==> src/hw/rtl/npps_pkg.sv <==
`timescale 1ns / 1ps

package npps_pkg;

  localparam int MAX_PROCS = 16;
  localparam int IDX_W     = $clog2(MAX_PROCS);
  localparam int CNT_W     = $clog2(MAX_PROCS + 1);

  localparam int TAG_W   = 16;
  localparam int BURST_W = 16;
  localparam int ARR_W   = 16;
  localparam int PRIO_W  = 8;
  localparam int TIME_W  = 21;
  localparam int SUM_W   = 25;

  typedef enum logic [2:0] {
    ST_IDLE,
    ST_SCAN,
    ST_DECIDE,
    ST_TURN,
    ST_OUT_RD,
    ST_OUT_LD,
    ST_OUT_HOLD
  } npps_state_t;

  // one stored job descriptor
  typedef struct packed {
    logic [TAG_W-1:0]   tag;
    logic [BURST_W-1:0] burst;
    logic [ARR_W-1:0]   arr;
    logic [PRIO_W-1:0]  prio;
  } npps_job_t;

  // candidate presented to the comparator
  typedef struct packed {
    logic               vld;
    logic               done;
    logic [IDX_W-1:0]   idx;
    logic [BURST_W-1:0] burst;
    logic [ARR_W-1:0]   arr;
    logic [PRIO_W-1:0]  prio;
  } npps_cand_t;

  // outcome of one scan pass
  typedef struct packed {
    logic               pick_vld;
    logic [IDX_W-1:0]   pick_idx;
    logic [BURST_W-1:0] pick_burst;
    logic [ARR_W-1:0]   pick_arr;
    logic               next_vld;
    logic [ARR_W-1:0]   next_arr;
  } npps_scan_res_t;

endpackage

==> src/hw/rtl/npps_job_store.sv <==
`timescale 1ns / 1ps

module npps_job_store (
  input  logic                               clk,
  input  logic                               load_we,
  input  logic [npps_pkg::IDX_W-1:0]         load_addr,
  input  npps_pkg::npps_job_t                load_data,
  input  logic                               fin_we,
  input  logic [npps_pkg::IDX_W-1:0]         fin_addr,
  input  logic [npps_pkg::TIME_W-1:0]        fin_data,
  input  logic [npps_pkg::IDX_W-1:0]         rd_addr,
  output npps_pkg::npps_job_t                rd_job,
  output logic [npps_pkg::TIME_W-1:0]        rd_finish
);

  npps_pkg::npps_job_t          job_mem [npps_pkg::MAX_PROCS];
  logic [npps_pkg::TIME_W-1:0]  fin_mem [npps_pkg::MAX_PROCS];

  always_ff @(posedge clk) begin
    if (load_we) begin
      job_mem[load_addr] <= load_data;
    end
    if (fin_we) begin
      fin_mem[fin_addr] <= fin_data;
    end
    rd_job    <= job_mem[rd_addr];
    rd_finish <= fin_mem[rd_addr];
  end

endmodule

==> src/hw/rtl/npps_scan.sv <==
`timescale 1ns / 1ps

module npps_scan (
  input  logic                         clk,
  input  logic                         rst_n,
  input  logic                         clr,
  input  npps_pkg::npps_cand_t         cand,
  input  logic [npps_pkg::TIME_W-1:0]  sim_time,
  output npps_pkg::npps_scan_res_t     res
);

  logic                           pick_vld_r, pick_vld_nxt;
  logic [npps_pkg::IDX_W-1:0]     pick_idx_r, pick_idx_nxt;
  logic [npps_pkg::PRIO_W-1:0]    pick_prio_r, pick_prio_nxt;
  logic [npps_pkg::BURST_W-1:0]   pick_burst_r, pick_burst_nxt;
  logic [npps_pkg::ARR_W-1:0]     pick_arr_r, pick_arr_nxt;
  logic                           next_vld_r, next_vld_nxt;
  logic [npps_pkg::ARR_W-1:0]     next_arr_r, next_arr_nxt;
  logic                           arrived;

  assign arrived = ({{(npps_pkg::TIME_W - npps_pkg::ARR_W){1'b0}}, cand.arr} <= sim_time);

  always_comb begin
    pick_vld_nxt   = pick_vld_r;
    pick_idx_nxt   = pick_idx_r;
    pick_prio_nxt  = pick_prio_r;
    pick_burst_nxt = pick_burst_r;
    pick_arr_nxt   = pick_arr_r;
    next_vld_nxt   = next_vld_r;
    next_arr_nxt   = next_arr_r;
    if (clr) begin
      pick_vld_nxt = 1'b0;
      next_vld_nxt = 1'b0;
    end else if (cand.vld && !cand.done) begin
      if (arrived) begin
        // strict less-than keeps the lower index on a tie
        if (!pick_vld_r || (cand.prio < pick_prio_r)) begin
          pick_vld_nxt   = 1'b1;
          pick_idx_nxt   = cand.idx;
          pick_prio_nxt  = cand.prio;
          pick_burst_nxt = cand.burst;
          pick_arr_nxt   = cand.arr;
        end
      end else if (!next_vld_r || (cand.arr < next_arr_r)) begin
        next_vld_nxt = 1'b1;
        next_arr_nxt = cand.arr;
      end
    end
  end

  always_ff @(posedge clk) begin
    if (!rst_n) begin
      pick_vld_r <= 1'b0;
      next_vld_r <= 1'b0;
    end else begin
      pick_vld_r <= pick_vld_nxt;
      next_vld_r <= next_vld_nxt;
    end
    pick_idx_r   <= pick_idx_nxt;
    pick_prio_r  <= pick_prio_nxt;
    pick_burst_r <= pick_burst_nxt;
    pick_arr_r   <= pick_arr_nxt;
    next_arr_r   <= next_arr_nxt;
  end

  assign res.pick_vld   = pick_vld_r;
  assign res.pick_idx   = pick_idx_r;
  assign res.pick_burst = pick_burst_r;
  assign res.pick_arr   = pick_arr_r;
  assign res.next_vld   = next_vld_r;
  assign res.next_arr   = next_arr_r;

endmodule

==> src/hw/rtl/nonpreemptive_priority_scheduler.sv <==
`timescale 1ns / 1ps
// Load: one descriptor transaction per cycle while idle, no result.
// Schedule (after the final descriptor): each decision is one comparator pass over
// the n stored jobs, then the DECIDE and TURN update states; an idle gap costs a pass and DECIDE.
// Results: each passes through OUT_RD, OUT_LD and OUT_HOLD (held until out_ready), in load order.
// Reset (rst_n low, synchronous) clears the FSM, job count, done flags, time and totals.

module nonpreemptive_priority_scheduler (
  input  logic                                clk,
  input  logic                                rst_n,
  input  logic                                in_valid,
  output logic                                in_ready,
  input  logic [npps_pkg::TAG_W-1:0]          in_job_tag,
  input  logic [npps_pkg::BURST_W-1:0]        in_run_length,
  input  logic [npps_pkg::ARR_W-1:0]          in_arrival_tick,
  input  logic [npps_pkg::PRIO_W-1:0]         in_urgency,
  input  logic                                in_final_job,
  output logic                                out_valid,
  input  logic                                out_ready,
  output logic [npps_pkg::TAG_W-1:0]          out_tag,
  output logic [npps_pkg::TIME_W-1:0]         out_finish_tick,
  output logic [npps_pkg::TIME_W-1:0]         out_wait_ticks,
  output logic [npps_pkg::TIME_W-1:0]         out_turnaround_ticks,
  output logic [npps_pkg::SUM_W-1:0]          out_sum_wait,
  output logic [npps_pkg::SUM_W-1:0]          out_sum_turnaround,
  output logic                                out_last_result
);

  localparam int IDX_W  = npps_pkg::IDX_W;
  localparam int CNT_W  = npps_pkg::CNT_W;
  localparam int TIME_W = npps_pkg::TIME_W;
  localparam int SUM_W  = npps_pkg::SUM_W;
  localparam int NPROC  = npps_pkg::MAX_PROCS;

  npps_pkg::npps_state_t state_r, state_nxt;

  // set bookkeeping
  logic [CNT_W-1:0]   count_r, count_nxt;      // jobs stored
  logic [CNT_W-1:0]   left_r, left_nxt;        // jobs not yet finished
  logic [NPROC-1:0]   done_r, done_nxt;
  logic [TIME_W-1:0]  sim_r, sim_nxt;
  logic [SUM_W-1:0]   wait_tot_r, wait_tot_nxt;
  logic [SUM_W-1:0]   turn_tot_r, turn_tot_nxt;

  // scan sequencer: issue address, then compare in the next cycle
  logic [CNT_W-1:0]   issue_r, issue_nxt;
  logic               cmp_vld_r, cmp_vld_nxt;
  logic [IDX_W-1:0]   cmp_idx_r, cmp_idx_nxt;
  logic [CNT_W-1:0]   out_idx_r, out_idx_nxt;

  // result register
  logic               out_valid_r, out_valid_nxt;
  logic [npps_pkg::TAG_W-1:0] out_tag_r, out_tag_nxt;
  logic [TIME_W-1:0]  out_fin_r, out_fin_nxt;
  logic [TIME_W-1:0]  out_wait_r, out_wait_nxt;
  logic [TIME_W-1:0]  out_turn_r, out_turn_nxt;
  logic [SUM_W-1:0]   out_sumw_r, out_sumw_nxt;
  logic [SUM_W-1:0]   out_sumt_r, out_sumt_nxt;
  logic               out_last_r, out_last_nxt;

  // store and comparator hookup
  logic                       load_we;
  npps_pkg::npps_job_t        load_data;
  logic                       fin_we;
  logic [IDX_W-1:0]           rd_addr;
  npps_pkg::npps_job_t        rd_job;
  logic [TIME_W-1:0]          rd_finish;
  logic                       scan_clr;
  npps_pkg::npps_cand_t       cand;
  npps_pkg::npps_scan_res_t   scan_res;

  logic [TIME_W-1:0]          ta_calc;
  logic                       out_is_last;

  assign load_data.tag   = in_job_tag;
  assign load_data.burst = in_run_length;
  assign load_data.arr   = in_arrival_tick;
  assign load_data.prio  = in_urgency;

  npps_job_store u_store (
    .clk       (clk),
    .load_we   (load_we),
    .load_addr (count_r[IDX_W-1:0]),
    .load_data (load_data),
    .fin_we    (fin_we),
    .fin_addr  (scan_res.pick_idx),
    .fin_data  (sim_r),
    .rd_addr   (rd_addr),
    .rd_job    (rd_job),
    .rd_finish (rd_finish)
  );

  assign cand.vld   = cmp_vld_r;
  assign cand.done  = done_r[cmp_idx_r];
  assign cand.idx   = cmp_idx_r;
  assign cand.burst = rd_job.burst;
  assign cand.arr   = rd_job.arr;
  assign cand.prio  = rd_job.prio;

  npps_scan u_scan (
    .clk      (clk),
    .rst_n    (rst_n),
    .clr      (scan_clr),
    .cand     (cand),
    .sim_time (sim_r),
    .res      (scan_res)
  );

  // turnaround of the entry on the read port
  assign ta_calc     = rd_finish - TIME_W'(rd_job.arr);
  assign out_is_last = ((out_idx_r + CNT_W'(1)) == count_r);

  always_comb begin
    state_nxt     = state_r;
    count_nxt     = count_r;
    left_nxt      = left_r;
    done_nxt      = done_r;
    sim_nxt       = sim_r;
    wait_tot_nxt  = wait_tot_r;
    turn_tot_nxt  = turn_tot_r;
    issue_nxt     = issue_r;
    cmp_vld_nxt   = 1'b0;
    cmp_idx_nxt   = cmp_idx_r;
    out_idx_nxt   = out_idx_r;
    out_valid_nxt = out_valid_r;
    out_tag_nxt   = out_tag_r;
    out_fin_nxt   = out_fin_r;
    out_wait_nxt  = out_wait_r;
    out_turn_nxt  = out_turn_r;
    out_sumw_nxt  = out_sumw_r;
    out_sumt_nxt  = out_sumt_r;
    out_last_nxt  = out_last_r;
    load_we       = 1'b0;
    fin_we        = 1'b0;
    scan_clr      = 1'b0;
    rd_addr       = issue_r[IDX_W-1:0];
    in_ready      = 1'b0;

    unique case (state_r)
      npps_pkg::ST_IDLE: begin
        in_ready = 1'b1;
        if (in_valid) begin
          // a full store drops the descriptor, the final flag still counts
          if (count_r < CNT_W'(NPROC)) begin
            load_we                     = 1'b1;
            done_nxt[count_r[IDX_W-1:0]] = 1'b0;
            count_nxt                   = count_r + CNT_W'(1);
          end
          if (in_final_job) begin
            left_nxt  = count_nxt;
            issue_nxt = '0;
            scan_clr  = 1'b1;
            state_nxt = npps_pkg::ST_SCAN;
          end
        end
      end

      npps_pkg::ST_SCAN: begin
        if (issue_r < count_r) begin
          cmp_vld_nxt = 1'b1;
          cmp_idx_nxt = issue_r[IDX_W-1:0];
          issue_nxt   = issue_r + CNT_W'(1);
        end else if (!cmp_vld_r) begin
          state_nxt = npps_pkg::ST_DECIDE;
        end
      end

      npps_pkg::ST_DECIDE: begin
        if (scan_res.pick_vld) begin
          // waiting time = start - arrival
          sim_nxt      = sim_r + TIME_W'(scan_res.pick_burst);
          wait_tot_nxt = wait_tot_r + SUM_W'(sim_r - TIME_W'(scan_res.pick_arr));
          left_nxt     = left_r - CNT_W'(1);
          state_nxt    = npps_pkg::ST_TURN;
        end else begin
          // nothing arrived: jump to the earliest pending arrival
          sim_nxt   = TIME_W'(scan_res.next_arr);
          issue_nxt = '0;
          scan_clr  = 1'b1;
          state_nxt = npps_pkg::ST_SCAN;
        end
      end

      npps_pkg::ST_TURN: begin
        // sim_r now holds the completion time
        fin_we                      = 1'b1;
        done_nxt[scan_res.pick_idx] = 1'b1;
        turn_tot_nxt = turn_tot_r + SUM_W'(sim_r - TIME_W'(scan_res.pick_arr));
        if (left_r == '0) begin
          out_idx_nxt = '0;
          state_nxt   = npps_pkg::ST_OUT_RD;
        end else begin
          issue_nxt = '0;
          scan_clr  = 1'b1;
          state_nxt = npps_pkg::ST_SCAN;
        end
      end

      npps_pkg::ST_OUT_RD: begin
        rd_addr   = out_idx_r[IDX_W-1:0];
        state_nxt = npps_pkg::ST_OUT_LD;
      end

      npps_pkg::ST_OUT_LD: begin
        out_tag_nxt   = rd_job.tag;
        out_fin_nxt   = rd_finish;
        out_turn_nxt  = ta_calc;
        out_wait_nxt  = ta_calc - TIME_W'(rd_job.burst);
        out_last_nxt  = out_is_last;
        out_sumw_nxt  = out_is_last ? wait_tot_r : '0;
        out_sumt_nxt  = out_is_last ? turn_tot_r : '0;
        out_valid_nxt = 1'b1;
        state_nxt     = npps_pkg::ST_OUT_HOLD;
      end

      npps_pkg::ST_OUT_HOLD: begin
        if (out_ready) begin
          out_valid_nxt = 1'b0;
          if (out_last_r) begin
            // set complete: back to an empty store
            count_nxt    = '0;
            done_nxt     = '0;
            sim_nxt      = '0;
            wait_tot_nxt = '0;
            turn_tot_nxt = '0;
            state_nxt    = npps_pkg::ST_IDLE;
          end else begin
            out_idx_nxt = out_idx_r + CNT_W'(1);
            state_nxt   = npps_pkg::ST_OUT_RD;
          end
        end
      end

      default: begin
        state_nxt = npps_pkg::ST_IDLE;
      end
    endcase
  end

  always_ff @(posedge clk) begin
    if (!rst_n) begin
      state_r     <= npps_pkg::ST_IDLE;
      count_r     <= '0;
      left_r      <= '0;
      done_r      <= '0;
      sim_r       <= '0;
      wait_tot_r  <= '0;
      turn_tot_r  <= '0;
      issue_r     <= '0;
      cmp_vld_r   <= 1'b0;
      out_idx_r   <= '0;
      out_valid_r <= 1'b0;
    end else begin
      state_r     <= state_nxt;
      count_r     <= count_nxt;
      left_r      <= left_nxt;
      done_r      <= done_nxt;
      sim_r       <= sim_nxt;
      wait_tot_r  <= wait_tot_nxt;
      turn_tot_r  <= turn_tot_nxt;
      issue_r     <= issue_nxt;
      cmp_vld_r   <= cmp_vld_nxt;
      out_idx_r   <= out_idx_nxt;
      out_valid_r <= out_valid_nxt;
    end
    cmp_idx_r  <= cmp_idx_nxt;
    out_tag_r  <= out_tag_nxt;
    out_fin_r  <= out_fin_nxt;
    out_wait_r <= out_wait_nxt;
    out_turn_r <= out_turn_nxt;
    out_sumw_r <= out_sumw_nxt;
    out_sumt_r <= out_sumt_nxt;
    out_last_r <= out_last_nxt;
  end

  assign out_valid            = out_valid_r;
  assign out_tag              = out_tag_r;
  assign out_finish_tick      = out_fin_r;
  assign out_wait_ticks       = out_wait_r;
  assign out_turnaround_ticks = out_turn_r;
  assign out_sum_wait         = out_sumw_r;
  assign out_sum_turnaround   = out_sumt_r;
  assign out_last_result      = out_last_r;

endmodule

==> config.mk <==
export PLATFORM = sky130hd
export DESIGN_NAME = nonpreemptive_priority_scheduler
export DESIGN_NICKNAME = d
export VERILOG_FILES = /design/src/hw/rtl/npps_pkg.sv /design/src/hw/rtl/npps_job_store.sv /design/src/hw/rtl/npps_scan.sv /design/src/hw/rtl/nonpreemptive_priority_scheduler.sv
export SDC_FILE = /design/constraint.sdc
export NUM_CORES = 2
export LEC_CHECK = 0
export ABC_AREA = 0
export BUFFER_PORTS_ARGS = -buffer_cell sky130_fd_sc_hd__buf_2
export CAP_MARGIN = 20
export CORE_MARGIN = 2
export CORE_UTILIZATION = 45
export DETAILED_ROUTE_END_ITERATION = 8
export SLEW_MARGIN = 5
export SYNTH_ARGS = -nofsm -noshare
export SYNTH_HDL_FRONTEND = slang
export SYNTH_SLANG_ARGS = --single-unit
==> constraint.sdc <==
create_clock -name clk -period 9 [get_ports clk]
set_input_delay 2.25 -clock clk [delete_from_list [all_inputs] [get_ports clk]]
set_output_delay 2.25 -clock clk [all_outputs]
set_load 0.01 [all_outputs]
==> qor.yml <==
outcome:
  status: "finished, final reports clean"
cells_and_area:
  nets: 5472
  fin_cells: 7412
  drive_gt1_frac: 0.111
  synthToLayoutAreaGrowth_pct: 13.1
min_path:
  hold_path_class: "flip-flop to flip-flop"
clock_tree:
  clock-root-buffer: "clkbuf_16"
  cts.path.max_buffers: 3
  cts_buffers: 171
  clk_latency_ns: 0.80
  clock_sinks: 1617
  h-tree-depth: 4
  cts_setup_buffers: 0
  path_clk_slew_ns: 0.06
  cts_tree: "done"
  ctsResizeCount: 0
  ctsHoldBuffers: 0
setup_path:
  start_kind: "flip-flop"
  worst-path-buf-inv: 1
  cp_slowest_cell: "dfxtp_1"
  critPathTopFamily: "compound AO/OA/AOI/OAI gates"
  end_kind: "flip-flop"
  crit_arrival_ns: 6.20
  path_max_fanout: 20
  crit_chain: "inv_1, ha_1, fa_1, nor2b_1, o21ai_0, a21boi_0, or3_1, a21oi_1, o21bai_1, a41oi_1, xnor2_1, ha_1, a21oi_1, nand2_1, nor4_2, o32ai_2, o41a_1, a221oi_2, nand3_1, a21oi_2, a2bb2oi_2"
  cp.required_ns: 9.72
  critical_path_class: "flip-flop to flip-flop"
  critPathMaxStageDelay_ns: 0.74
sta:
  relSlewSlack: 0.244
  rsz0062_at_grt: "no"
  worstMarginPinSlew_ns: 1.13
  fmax_ghz: 0.182
  setup_tns_ns: 0
  finalMaxSlewViolations: 0
  fin_crit_sh: 0.610
  final_hold_viol_count: 0
  setup_ws_ns: 3.51
  finalClockSkew_ns: 0.0468
  fin_crit_ns: 5.49
  setup_viol: 0
yosys:
  yosysSeqAreaShare: 0.687
  ys_async_sr_fraction: 0
  syn-mean-instance-area_um2: 13.3
  syn-instance-count: 5112
  synth_edf_count: 1426
  ys_warn_count: 0
  synth_cell_types: 86
  synth_nets: 5341
  synth-main-ff-cell: "edfxtp_1"
  postSynthRegisterBits: 1617
  synth.cell_area_um2: 67900
die:
  start_util: 0.453
  dieHeight_um: 392
  dieArea_um2: 154000
  rows: 142
  ios: 193
  core_area_um2: 150000
  fp.dieW_um: 392
place:
  port-buffer-count: 192
  dp_hpwl_um: 96900
  dp.cells: 7084
  gp_congestion: 0.852
  dp_worst_setup_slack_ns: 3.60
route:
  route.detailed.drc: 0
  drt_wl_total_um: 170000
  firstDrtPassIters: 8
  drtIter0Drc: 3601
  avgViaCountPerCell: 5.67
  drt-wirelength-per-cell_um: 22.9
  ant_nets: 0
  dr_total_vias: 42000
global_routing:
  grt_max_degree: 211
  overflow: 0
  track_usage: 0.218
  grt_first_pass_wirelength_um: 253000
  antenna_found_initial: 28
  grt_pass1_vias: 40400
pwr:
  p_per_area_nw_per_um2: 254
  cellLeakagePower_nw: 26.5
  ir_drop_mv: 0.168
flow_run:
  maxCapViolCount: 0
-- power by group --
group / internal (mW) / switching (mW)
sequential: 8.66 / 0.346
clock: 4.11 / 2.94
combinational: 1.29 / 2.16
-- worst reg2reg max path: stages, from the launching register on --
cell and delay [ns]:
dfxtp_1 0.74, inv_1 0.11, ha_1 0.25, fa_1 0.40, nor2b_1 0.13, o21ai_0 0.11, a21boi_0 0.40, or3_1 0.17
a21oi_1 0.09, o21bai_1 0.20, a41oi_1 0.16, xnor2_1 0.38, ha_1 0.37, a21oi_1 0.15, nand2_1 0.12, nor4_2 0.34
o32ai_2 0.17, o41a_1 0.37, a221oi_2 0.31, nand3_1 0.15, a21oi_2 0.17, a2bb2oi_2 0.13
-- layout make-up --
type / instances / area [um^2]
well taps: 2016 / 2520
flip-flops and latches: 1617 / 46600
clock buffers: 245 / 4750
diodes: 4 / 10.0
clock inverters: 77 / 945
fillers: 12700 / 73000
repair buffers: 267 / 1660
multi-input cells: 3050 / 19700
inverters: 136 / 510
-- Yosys cell counts, types with 6 or more instances --
| library cell | instances | area [um^2] |
|---|---|---|
| o21bai_1 | 12 | 90.1 |
| nand3_1 | 34 | 170 |
| inv_1 | 135 | 507 |
| and2_1 | 311 | 1950 |
| o221a_2 | 17 | 191 |
| and3_1 | 29 | 181 |
| mux2i_1 | 11 | 110 |
| o22ai_1 | 8 | 50.1 |
| xnor2_1 | 71 | 622 |
| nor4_1 | 9 | 56.3 |
| a222oi_1 | 7 | 70.1 |
| o21ai_0 | 90 | 450 |
| or3_1 | 10 | 62.6 |
| o21a_1 | 24 | 180 |
| clkbuf_1 | 226 | 848 |
| a22oi_1 | 28 | 210 |
| xor2_1 | 40 | 350 |
| and2_0 | 72 | 450 |
| fa_1 | 6 | 120 |
| ha_1 | 162 | 2030 |
| o211ai_1 | 9 | 67.6 |
| nor2b_1 | 69 | 432 |
| dfxtp_1 | 191 | 3820 |
| buf_2 | 59 | 295 |
| a21oi_1 | 270 | 1350 |
| o31ai_1 | 7 | 52.6 |
| nand2_1 | 712 | 2670 |
| a21o_1 | 60 | 450 |
| nand4_1 | 14 | 87.6 |
| edfxtp_1 | 1426 | 42800 |
| nor3b_1 | 7 | 52.6 |
| a311oi_1 | 155 | 1360 |
| nand2b_1 | 21 | 131 |
| a31oi_1 | 165 | 1030 |
| buf_1 | 20 | 75.1 |
| nor2_1 | 106 | 398 |
| a211oi_1 | 393 | 2950 |
| nor3_1 | 32 | 160 |
-- kinds of logic (layout without fill, tap and decap cells) --
logic type                 after synthesis  in the layout  share of synthesized area
other                                    0              4                          0
muxes                                   20             20                    0.00400
xor gates and xnor gates               112            112                     0.0146
and+or+nand+nor                       1448           1448                      0.103
DFF                                   1617           1617                      0.687
buffers and inverters                  445            725                     0.0259
AOI/OAI and AO/OA                     1302           1302                      0.134
adders and majority gates              168            168                     0.0316
-- registers in the layout, indices dropped and copies added, names as in the netlist, 4 cells and up --
register / flops
u_store.job_mem: 896
u_store.fin_mem: 336
u_store.rd_job: 56
out_sum_turnaround: 25
out_sum_wait: 25
turn_tot_r: 25
wait_tot_r: 25
out_finish_tick: 21
out_turnaround_ticks: 21
out_wait_ticks: 21
sim_r: 21
u_store.rd_finish: 21
done_r: 16
out_tag: 16
u_scan.next_arr_r: 16
u_scan.pick_arr_r: 16
u_scan.pick_burst_r: 16
u_scan.pick_prio_r: 8
count_r: 5
issue_r: 5
left_r: 5
out_idx_r: 5
cmp_idx_r: 4
u_scan.pick_idx_r: 4
-- per-layer routing --
metal | vias up | track usage | wire length (um)
li1 | 19600 | - | -
met1 | 20900 | 0.296 | 74200
met2 | 1189 | 0.358 | 81100
met3 | 306 | 0.0359 | 9460
met4 | 30 | 0.0683 | 4810
met5 | - | 0 | 195
-- through the flow --
stage / hold WS (ns) / power, mW / utilization / cell area (um^2)
after floorplan: 0.386 / 11.4 / - / 67900
after global placement: 0.387 / 12.6 / 0.474 / 71000
after detailed placement: 0.389 / 12.6 / 0.474 / 71000
after CTS: 0.403 / 19.6 / 0.512 / 76700
after global routing: 0.403 / 20.3 / 0.512 / 76800
final: 0.402 / 19.5 / 0.513 / 76800
-- cell usage in the layout, fill, tap and decap left out, drive strengths merged, types with 7 or more instances in the layout --
cell and n:
o31ai 7, o21ai 94, clkinv 52, xnor2 71, nor2 106, nand3 34
and2 383, o22ai 8, a31oi 165, nand2 712, o211ai 10, bufinv 14
and3 29, a311oi 155, edfxtp 1426, o21bai 12, dfxtp 191, inv 142
a22oi 28, or3 10, nand4 14, nor3b 8, o221a 17, mux2i 11
nor2b 69, a21o 61, buf 267, a21oi 272, xor2 41, ha 162
nand2b 21, nor3 32, nor4 11, o21a 24, clkbuf 245, a211oi 394
a222oi 7
-- worst paths after layout --
path                                   start                          end  slack (ns)  cells after the start
hold reg to reg   u_store.rd_job[51]$_DFF_P_        out_tag[11]$_DFFE_PP_        0.40                      0
hold / removal    u_store.rd_job[51]$_DFF_P_        out_tag[11]$_DFFE_PP_        0.40                      0
setup / recovery       sim_r[0]$_SDFFE_PN0P_  turn_tot_r[24]$_SDFFE_PN0P_        3.51                     21
setup reg to reg       sim_r[0]$_SDFFE_PN0P_  turn_tot_r[24]$_SDFFE_PN0P_        3.51                     21
No activity file was read; power rests on OpenSTA's default activity.
